File: src/rtl/core/ptt_pkg.sv
// shared types and constants for the packet timeout table
package ptt_pkg;

   localparam int unsigned KEY_W  = 32;
   localparam int unsigned TIME_W = 32;
   localparam int unsigned LIMIT_W = 26;

   // timeout_ticks / 100 as multiply by reciprocal then shift right by 37
   localparam logic [31:0] DIV100_MAGIC = 32'h51EB851F;
   localparam int unsigned DIV100_SHIFT = 37;

   localparam logic [31:0]        TIMEOUT_RESET = 32'd1000;
   localparam logic [LIMIT_W-1:0] LIMIT_RESET   = 26'd10;

   typedef enum logic [1:0] {
      ACT_ADD   = 2'd0,
      ACT_START = 2'd1,
      ACT_STOP  = 2'd2,
      ACT_QUERY = 2'd3
   } act_type;

   typedef enum logic [1:0] {
      ST_OK        = 2'd0,
      ST_NOT_FOUND = 2'd1,
      ST_FULL      = 2'd2
   } stat_type;

   // request token walking along the row of cells
   typedef struct packed {
      logic              valid;
      act_type           action;
      logic [KEY_W-1:0]  key;
      logic [TIME_W-1:0] now;
      logic              done;
      logic              expired;
   } tok_type;

endpackage

File: src/rtl/core/ptt_if.sv
// request and response channel interfaces of the packet timeout table
interface ptt_req_if;
   logic        valid;
   logic        ready;
   logic [1:0]  action;
   logic [31:0] packet_key;
   logic [31:0] now_time;

   modport source (output valid, output action, output packet_key, output now_time,
                   input ready);
   modport sink (input valid, input action, input packet_key, input now_time,
                 output ready);
endinterface

interface ptt_rsp_if;
   logic       valid;
   logic       ready;
   logic [1:0] status;
   logic       expired;

   modport source (output valid, output status, output expired, input ready);
   modport sink (input valid, input status, input expired, output ready);
endinterface

File: src/rtl/core/ptt_limit.sv
// timeout register, held as its scaled expiry limit
module ptt_limit
   import ptt_pkg::*;
(
   input  logic               clock,
   input  logic               reset,
   input  logic               wr_en,
   input  logic [31:0]        wr_data,
   output logic [LIMIT_W-1:0] limit
);

   logic [LIMIT_W-1:0] limit_ff;
   logic [LIMIT_W-1:0] limit_in;
   logic [63:0]        prod;

   // scale on the way in so the new limit is live at the write edge
   assign prod     = {32'd0, wr_data} * {32'd0, DIV100_MAGIC};
   assign limit_in = wr_en ? prod[DIV100_SHIFT+LIMIT_W-1:DIV100_SHIFT] : limit_ff;

   always_ff @(posedge clock) begin
      if (reset) begin
         limit_ff <= LIMIT_RESET;
      end else begin
         limit_ff <= limit_in;
      end
   end

   assign limit = limit_ff;

endmodule

File: src/rtl/core/ptt_cell.sv
// one timer entry, acting on the request token as it passes
module ptt_cell
   import ptt_pkg::*;
(
   input  logic               clock,
   input  logic               reset,
   input  logic               advance,
   input  logic [LIMIT_W-1:0] limit,
   input  tok_type            tok_i,
   output tok_type            tok_o
);

   logic              valid_ff, valid_in;
   logic              run_ff, run_in;
   logic [KEY_W-1:0]  key_ff, key_in;
   logic [TIME_W-1:0] sent_ff, sent_in;
   tok_type           tok_ff, tok_in;
   logic              hit;
   logic [TIME_W-1:0] elapsed;
   logic              late;

   assign elapsed = tok_i.now - sent_ff;
   assign late    = elapsed > {{(TIME_W-LIMIT_W){1'b0}}, limit};

   always_comb begin
      hit = 1'b0;
      if (tok_i.valid && !tok_i.done) begin
         if (tok_i.action == ACT_ADD) begin
            hit = !valid_ff;
         end else begin
            hit = valid_ff && (key_ff == tok_i.key);
         end
      end
   end

   always_comb begin
      valid_in = valid_ff;
      run_in   = run_ff;
      key_in   = key_ff;
      sent_in  = sent_ff;
      tok_in   = tok_i;
      if (hit) begin
         tok_in.done = 1'b1;
         case (tok_i.action)
            ACT_ADD: begin
               valid_in = 1'b1;
               key_in   = tok_i.key;
               sent_in  = tok_i.now;
               run_in   = 1'b0;
            end
            ACT_START: begin
               sent_in = tok_i.now;
               run_in  = 1'b1;
            end
            ACT_STOP: begin
               run_in = 1'b0;
            end
            ACT_QUERY: begin
               tok_in.expired = run_ff && late;
            end
            default: begin
               run_in = run_ff;
            end
         endcase
      end
   end

   always_ff @(posedge clock) begin
      if (reset) begin
         valid_ff     <= 1'b0;
         run_ff       <= 1'b0;
         tok_ff.valid <= 1'b0;
      end else if (advance) begin
         valid_ff <= valid_in;
         run_ff   <= run_in;
         key_ff   <= key_in;
         sent_ff  <= sent_in;
         tok_ff   <= tok_in;
      end
   end

   assign tok_o = tok_ff;

endmodule

File: src/rtl/core/packet_timeout_table_core.sv
// packet timeout table: retransmission timers in a row of entry cells
//
// req_chan takes a request of action, packet key and current time under
// valid/ready; rsp_chan returns one response of status and expired per
// request, also under valid/ready. csr_wr_en/csr_wr_data write the timeout
// register (expiry limit is timeout / 100); the user must write it only while
// no request is in flight, the block does not enforce this. a request walks
// the row of TABLE_DEPTH cells, one cell per cycle unless the row is held; the
// first cell that matches (first free cell for an add) acts on it and marks it
// done. the token passes through the cell registers, then the response
// register. one request is in flight at a time, until it leaves the row.
// a new request is taken while the previous response still waits in the
// output register. if the receiver stalls and a second response is ready,
// the whole row holds until the output register frees up.
// reset clears every entry's valid and running marks, the request in flight
// and the response valid; timeout returns to 1000.
module packet_timeout_table_core
   import ptt_pkg::*;
#(
   parameter int unsigned TABLE_DEPTH = 16
) (
   input  logic        clock,
   input  logic        reset,
   ptt_req_if.sink     req_chan,
   ptt_rsp_if.source   rsp_chan,
   input  logic        csr_wr_en,
   input  logic [31:0] csr_wr_data
);

   tok_type            tok [0:TABLE_DEPTH];
   tok_type            last;
   logic [LIMIT_W-1:0] limit;
   logic               advance;
   logic               req_take;
   logic               busy_ff, busy_in;
   logic               rsp_valid_ff, rsp_valid_in;
   stat_type           rsp_status_ff, rsp_status_in;
   logic               rsp_expired_ff, rsp_expired_in;
   logic               finish;

   // timeout register and derived limit
   ptt_limit u_limit (
      .clock   (clock),
      .reset   (reset),
      .wr_en   (csr_wr_en),
      .wr_data (csr_wr_data),
      .limit   (limit)
   );

   // one request in flight at a time
   assign req_chan.ready = !busy_ff;
   assign req_take       = req_chan.valid && !busy_ff;

   always_comb begin
      tok[0].valid   = req_take;
      tok[0].action  = act_type'(req_chan.action);
      tok[0].key     = req_chan.packet_key;
      tok[0].now     = req_chan.now_time;
      tok[0].done    = 1'b0;
      tok[0].expired = 1'b0;
   end

   // row of entry cells, the token moves one cell a cycle while the row is not held
   for (genvar i = 0; i < TABLE_DEPTH; i++) begin : g_cell
      ptt_cell u_cell (
         .clock   (clock),
         .reset   (reset),
         .advance (advance),
         .limit   (limit),
         .tok_i   (tok[i]),
         .tok_o   (tok[i+1])
      );
   end

   assign last = tok[TABLE_DEPTH];

   // hold the row while a finished token cannot leave
   assign advance = !(last.valid && rsp_valid_ff && !rsp_chan.ready);
   assign finish  = last.valid && advance;

   always_comb begin
      busy_in = busy_ff;
      if (req_take) begin
         busy_in = 1'b1;
      end else if (finish) begin
         busy_in = 1'b0;
      end
   end

   // response register
   always_comb begin
      rsp_valid_in   = rsp_valid_ff && !rsp_chan.ready;
      rsp_status_in  = rsp_status_ff;
      rsp_expired_in = rsp_expired_ff;
      if (finish) begin
         rsp_valid_in   = 1'b1;
         rsp_expired_in = last.expired;
         if (last.done) begin
            rsp_status_in = ST_OK;
         end else if (last.action == ACT_ADD) begin
            rsp_status_in = ST_FULL;
         end else begin
            rsp_status_in = ST_NOT_FOUND;
         end
      end
   end

   always_ff @(posedge clock) begin
      if (reset) begin
         busy_ff      <= 1'b0;
         rsp_valid_ff <= 1'b0;
      end else begin
         busy_ff      <= busy_in;
         rsp_valid_ff <= rsp_valid_in;
      end
   end

   always_ff @(posedge clock) begin
      rsp_status_ff  <= rsp_status_in;
      rsp_expired_ff <= rsp_expired_in;
   end

   assign rsp_chan.valid   = rsp_valid_ff;
   assign rsp_chan.status  = rsp_status_ff;
   assign rsp_chan.expired = rsp_expired_ff;

endmodule

File: src/flat_wrapper.sv
// flat-port wrapper written by rule: the top's interface ports become plain ports
module packet_timeout_table_core_flat import ptt_pkg::*;
#(
   parameter int unsigned TABLE_DEPTH = 16
)
  (clock, reset, csr_wr_en, csr_wr_data, req_chan_valid, req_chan_action, req_chan_packet_key, req_chan_now_time, req_chan_ready, rsp_chan_valid, rsp_chan_status, rsp_chan_expired, rsp_chan_ready);
  ptt_req_if req_chan_i ();
  ptt_rsp_if rsp_chan_i ();
  input  logic clock;
  input  logic reset;
  input  logic csr_wr_en;
  input  logic [31:0] csr_wr_data;
  input wire logic [$bits(req_chan_i.valid)-1:0] req_chan_valid;
  input wire logic [$bits(req_chan_i.action)-1:0] req_chan_action;
  input wire logic [$bits(req_chan_i.packet_key)-1:0] req_chan_packet_key;
  input wire logic [$bits(req_chan_i.now_time)-1:0] req_chan_now_time;
  output wire logic [$bits(req_chan_i.ready)-1:0] req_chan_ready;
  output wire logic [$bits(rsp_chan_i.valid)-1:0] rsp_chan_valid;
  output wire logic [$bits(rsp_chan_i.status)-1:0] rsp_chan_status;
  output wire logic [$bits(rsp_chan_i.expired)-1:0] rsp_chan_expired;
  input wire logic [$bits(rsp_chan_i.ready)-1:0] rsp_chan_ready;
  assign req_chan_i.valid = req_chan_valid;
  assign req_chan_i.action = req_chan_action;
  assign req_chan_i.packet_key = req_chan_packet_key;
  assign req_chan_i.now_time = req_chan_now_time;
  assign req_chan_ready = req_chan_i.ready;
  assign rsp_chan_valid = rsp_chan_i.valid;
  assign rsp_chan_status = rsp_chan_i.status;
  assign rsp_chan_expired = rsp_chan_i.expired;
  assign rsp_chan_i.ready = rsp_chan_ready;
  packet_timeout_table_core #(.TABLE_DEPTH(TABLE_DEPTH)) u_core (.clock(clock), .reset(reset), .req_chan(req_chan_i), .rsp_chan(rsp_chan_i), .csr_wr_en(csr_wr_en), .csr_wr_data(csr_wr_data));
endmodule
File: config.mk
export PLATFORM = sky130hd
export DESIGN_NAME = packet_timeout_table_core_flat
export DESIGN_NICKNAME = d
export VERILOG_FILES = /design/src/rtl/core/ptt_pkg.sv /design/src/rtl/core/ptt_if.sv /design/src/rtl/core/ptt_limit.sv /design/src/rtl/core/ptt_cell.sv /design/src/rtl/core/packet_timeout_table_core.sv /design/src/flat_wrapper.sv
export SDC_FILE = /design/constraint.sdc
export NUM_CORES = 2
export LEC_CHECK = 0
export ABC_CLOCK_PERIOD_IN_PS = 28000
export BUFFER_PORTS_ARGS = -buffer_cell sky130_fd_sc_hd__buf_2
export CAP_MARGIN = 10
export CORE_UTILIZATION = 30
export CTS_BUF_LIST = sky130_fd_sc_hd__clkbuf_4
export CTS_CLUSTER_DIAMETER = 60
export DETAILED_ROUTE_END_ITERATION = 6
export GPL_ROUTABILITY_DRIVEN = 0
export GPL_TIMING_DRIVEN = 0
export PLACE_DENSITY = 0.54
export SYNTH_ARGS = -nofsm -noshare
export SYNTH_HDL_FRONTEND = slang
export SYNTH_SLANG_ARGS = --single-unit
File: constraint.sdc
create_clock -name clock -period 28 [get_ports clock]
set_input_delay 1.4 -clock clock [delete_from_list [all_inputs] [get_ports clock]]
set_output_delay 1.4 -clock clock [all_outputs]
set_load 0.01 [all_outputs]
; ---- Yosys cells after proc, flatten, opt, wreduce, memory -nomap -nowiden
; Cells that the tools add are included.
[totals]
inputBits = 103
output_inout_bits = 5
ff_bits = 2127
[classes]
n_eq_ne = 64
mux = 84
n_reduce_logical = 218
n_mul = 1
n_addsub = 16
order_cmp = 16
bitwise = 2
[op_table]
columns = op, count
row1 = $eq A32 B32 Y1, 16
row2 = $gt A32 B26 Y1, 16
row3 = $sub A32 B32 Y32, 16
row4 = $reduce_and A4 Y1, 32
row5 = $reduce_and A3 Y1, 32
row6 = $mux W1, 66
row7 = $eq A2 B2 Y1 const B, 32
row8 = $reduce_or A2 Y1, 32
row9 = $mul A32 B31 Y63 const B, 1
row10 = $logic_and A1 B1 Y1, 52
row11 = $logic_not A1 Y1, 34
row12 = $logic_not A2 Y1, 17
row13 = $reduce_bool A2 Y1, 17
row14 = $eq A2 B1 Y1 const B, 16
row15 = $pmux W1 S2, 16
row16 = $mux W2, 2
row17 = $reduce_and A2 Y1, 2
row18 = $not A1 Y1, 2

; ---- Depth between registers and ports, before layout
[depth]
ltp_word = 6
ltp_mapped = 26

; ---- Cells and area by module
; From an unflattened synthesis, not the netlist that was laid out.
[hier_totals]
cells_unflattened = 10852
area_unflattened_um2 = 130076.0
[by_module_without_submodules]
columns = mod, seq_area_each_um2, area_each_um2, cells_per_inst, instances
row1 = ptt_cell (u_core.g_cell[0].u_cell ...), 4023.9, 6912.9, 557, 7
row2 = ptt_cell (u_core.g_cell[1].u_cell ...), 4023.9, 7159.4, 584, 4
row3 = ptt_cell (u_core.g_cell[5].u_cell ...), 4023.9, 6906.6, 547, 3
row4 = ptt_limit, 520.5, 18054.8, 1816, 1
row5 = ptt_cell (u_core.g_cell[8].u_cell ...), 4023.9, 7030.5, 571, 2
row6 = packet_timeout_table_core, 130.1, 212.7, 18, 1

; ---- Worst setup path after synthesis
; Ideal clock, no wire load.
[synth_timing]
kind = input to register
from = in rsp_chan_ready
to = reg u_core.g_cell[10].u_cell.key_ff[0] (enable)
required_time_ns = 27.607
path_buffers = 0
stages = 5
slack_ns = 2.797
t_arrival_ns = 24.810
path_cell_list = nor2b_1 -> nand2_1 -> nand2_1 -> inv_1 -> and4b_1
[synth_between]
elab_chain_len = 4
[synth_lines]
columns = item, line_no
row1 = start: declaration, flat_wrapper.sv:21  ; input wire logic [$bits(rsp_chan_i.ready)-1:0] rsp_chan_ready;
row2 = $logic_not A1 Y1, packet_timeout_table_core.sv:78  ; assign advance = !(last.valid && rsp_valid_ff && !rsp_chan.ready);
row3 = $logic_and A1 B1 Y1, packet_timeout_table_core.sv:78
row4 = $not A1 Y1 (no source line), --
row5 = $reduce_and A4 Y1 (no source line), --
row6 = end signal: assignment, ptt_cell.sv:76  ; key_ff <= key_in;
row7 = end: declaration, ptt_cell.sv:15  ; logic [KEY_W-1:0] key_ff, key_in;
; Every way passes these cells.
; A chain may end at the register's enable or synchronous reset.

; ---- Worst setup path in the final report
[layout_timing]
from = in csr_wr_data[4]
to = reg u_core.u_limit.limit_ff[24] (netlist: u_core.u_limit.limit[24])
[layout_between]
elab_chain_len = 1
[layout_lines]
columns = item, line_no
row1 = start: declaration, flat_wrapper.sv:12  ; input logic [31:0] csr_wr_data;
row2 = $mul A32 B31 Y63, ptt_limit.sv:17  ; assign prod = {32'd0, wr_data} * {32'd0, DIV100_MAGIC};
row3 = end signal: assignment, ptt_limit.sv:24  ; limit_ff <= limit_in;
row4 = end: declaration, ptt_limit.sv:12  ; logic [LIMIT_W-1:0] limit_ff;
; Every way passes these cells.

==> out/results.ini <==
[worst_setup_path]
master_of_the_slowest_instance_on_the_critical_path = o31ai_1
critical_path.startpoint = csr_wr_data[4]
worst_r2r_endpoint = u_core.g_cell[15].u_cell.tok_o[0]
ff2ff_path_depth = 24
critPathMaxFanout = 8
critPathArrivalTime_ns = 9.39
worst_ep_required_time_ns = 29.11
r2r_setup_slack_ns = 21.57
timing.critical_path.to_type = flop
critPathMaxStageDelay_ns = 0.62
startpoint_type = input port
end_point_of_the_critical_path = u_core.u_limit.limit[24]
worst_r2r_startpoint = u_core.g_cell[14].u_cell.tok_o[2]
critPathKind = in2reg
critical_path.most_common_cell = fa_1

[floorplan]
floorplan.die.height_um = 640
starting_density_pct = 30.2
core.rowCount = 233
core_region_area_um2 = 404000
dieArea_um2 = 410000
die_w_um = 640
pin_count = 108

[clocking]
clk_pin_slew_worst_paths_ns = 0.06
cts_setup_buffers = 0
post_cts_resize_count = 0
clock_tree.root_cell = clkbuf_4
worst_skew_pair.late_latency_ns = 1.30
count_of_clock_tree_sinks = 2127
numCtsBuffers = 553
ctsHoldBuffers = 0
cts.path.max_buffers = 4
cts_tree = built
htree_num_levels = 6

[pwr]
power.static_leakage_nw = 56.1
ir_worst_vdd_mv = 0.237
pwr_density_cell_nw_per_um2 = 88.2
report.power.total_w = 0.0122

[timing]
final_period_minus_worst_setup_slack_ns = 8.28
timing.final.max_slew_violations = 0
max_freq_ghz = 0.121
timing.final.crit_share_pct = 29.6
rsz0062_at_grt = no
setup_viol = 0
skew_ns = 0.129
max_slew.worst_pin.slew_ns = 1.34
worst_slew_slack_as_a_fraction_of_its_limit_pct = 10.9
setup_ws_ns = 19.72
finalHoldViolations = 0

[yosys]
mapped_cells = 9743
synthAdderAreaFrac_pct = 20.0
post_synth_xor_area_fraction_pct = 6.57
synth_seq_area_share_pct = 51.7
postSynthRegisterBits = 2127
muxShareOfSynthArea_pct = 0.444
synth-main-ff-cell = edfxtp_1
synth-compound-area-share_pct = 10.1
main_combinational_cell_family_by_area_after_synthesis = adder cells
yosys.area_share.simple_pct = 7.14
synthesis.nets = 11600
yosys_warnings = 0
synth_enable_flop_cells = 2051
synth_area_per_cell_um2 = 12.5
async_reset_ff_share_pct = 0
synth_area_um2 = 122000
synth_cell_type_count = 87

[cells_and_area]
layout.nets = 12300
drive_above_1_share_pct = 10.5
layout-area-overhead-vs-synth_pct = 12.8
filler_cells = 40300

[placement]
hpwl_um = 205000
place_ws_ns = 18.50
numPortBuffers = 106

[drt]
drt_iter0_markers = 3585
avgViaCountPerCell = 4.58
wire_per_inst_um = 16.1
dr_total_vias = 74600
final_antenna_net_count = 0
drt-total-wl_um = 263000
dr.pass1.iters = 6
drc = 0

[global_route]
global_route.usage.total_pct = 12.7
grt_pass1_vias = 75900
grt_max_degree = 139
grt_antenna_before_repair = 10
globalRoute.totalOverflow = 0
first_pass_grt_wire_length_um = 410000

[worst_hold_path]
min-delay-path-class = in2reg

[job]
cap_violations = 0

[outcome]
status = complete, no violations

## cell type report
cell class	instances	area (µm²)	area share, %
plain buffers	57	223	0.162
clock inverters	124	793	0.575
flip-flops and latches	2127	63100	45.8
diodes	9	22.5	0.0163
well taps	5405	6760	4.91
multi-input cells	6280	54200	39.3
inverters	1279	4810	3.49
clock buffers	800	6010	4.36
repair buffers	203	1930	1.40
## synthesized netlist by cell type, drive strengths merged (30+ instances only)
library cell  instances  area [µm²]
edfxtp             2051       61600
ha                 1305       16300
inv                1278        4800
a21oi               527        2640
xnor2               497        4350
xor2                419        3670
fa                  405        8110
nor2                376        1410
a21o                357        2680
o21ai               348        1740
nand2               302        1130
nand4               192        1200
nand3               155         776
nor3                151         756
nor4                121         757
o21a                112         841
nor2b               110         688
nand2b              101         632
a211oi               76         576
dfxtp                76        1520
a31oi                65         407
and3                 59         369
o21bai               56         420
mux2i                52         521
clkbuf               50         188
o211ai               41         308
o31ai                31         233
a2111oi              30         269
or3                  30         188
## placed cells by master (no fill, tap or decap), types with 139 or more instances in the layout
master    Yosys  layout
edfxtp_1   2051    2051
nand2_1     302     302
o21ai_0     334     334
a21o_1      357     357
ha_1       1305    1305
nor2_1      376     372
xor2_1      419     419
nand3_1     155     155
inv_1      1277    1271
clkbuf_4      0     800
xnor2_1     497     497
fa_1        405     405
nand4_1     192     192
a21oi_1     527     527
nor3_1      151     139
## per-stage QoR
step | utilization [%] | setup TNS (ns) | hold WS [ns] | area [µm²] | instances
after floorplan | - | 0 | 0.400 | 122000 | 9743
after global placement | 32.0 | -4777.58 | 0.405 | 129000 | 15300
after detailed placement | 32.4 | 0 | 0.414 | 131000 | 15300
after CTS | 34.0 | 0 | 0.129 | 138000 | 16300
after global routing | 34.1 | 0 | 0.193 | 138000 | 16300
final | 34.1 | 0 | 0.341 | 138000 | 16300
## state kept, by name, indices dropped and copies added (netlist names), 2 cells and up
register                       cells
u_core.g_cell.u_cell.tok_o      1040
u_core.g_cell.u_cell.run_ff       16
u_core.g_cell.u_cell.valid_ff     16
u_core.g_cell.u_cell.key_ff      512
u_core.g_cell.u_cell.sent_ff     512
u_core.u_limit.limit              26
u_core.rsp_chan.status             2
## logic make-up after synthesis
| logic type | count (synthesis) |
|---|---|
| compound gates | 1891 |
| simple gates | 1709 |
| fa+ha+maj | 1710 |
| flops | 2127 |
| buf+inv | 1336 |
| xor+xnor | 916 |
| mux | 54 |
## worst min path at each step
stage | startpoint | to | cells after the start
finish | req_chan_now_time[4] | u_core.g_cell[0].u_cell.tok_o[6] | 1
global route | req_chan_now_time[27] | u_core.g_cell[0].u_cell.sent_ff[27] | 1
CTS | req_chan_packet_key[24] | u_core.g_cell[0].u_cell.tok_o[58] | 1
detailed placement | u_core.g_cell[15].u_cell.tok_o[0] | u_core.rsp_chan.expired | 0
global placement | u_core.g_cell[15].u_cell.tok_o[0] | u_core.rsp_chan.expired | 0
floorplan | u_core.g_cell[15].u_cell.tok_o[0] | u_core.rsp_chan.expired | 0
## worst max-delay path: cells and delay by family
family | cells | cell delay [ns]
XOR/XNOR | 1 | 0.16
AND/OR/NAND/NOR | 1 | 0.07
AO/OA/AOI/OAI | 9 | 2.82
adder cells (fa/ha/maj) | 9 | 4.21
buffers and inverters | 7 | 0.70
## layer usage
layer	wire length [µm]	GRT usage, %	vias to the layer above
met1	122000	16.7	35400
met4	7110	3.98	8
li1	-	-	37400
met5	54	0	-
met3	11500	2.32	455
met2	122000	20.9	1371
## report_power, final
part           switching [W]  total (W)  internal [W]
combinational        0.00333    0.00577       0.00243
clock                0.00126    0.00267       0.00140
sequential          0.000104    0.00372       0.00362
(Power assumes the default switching activity.)
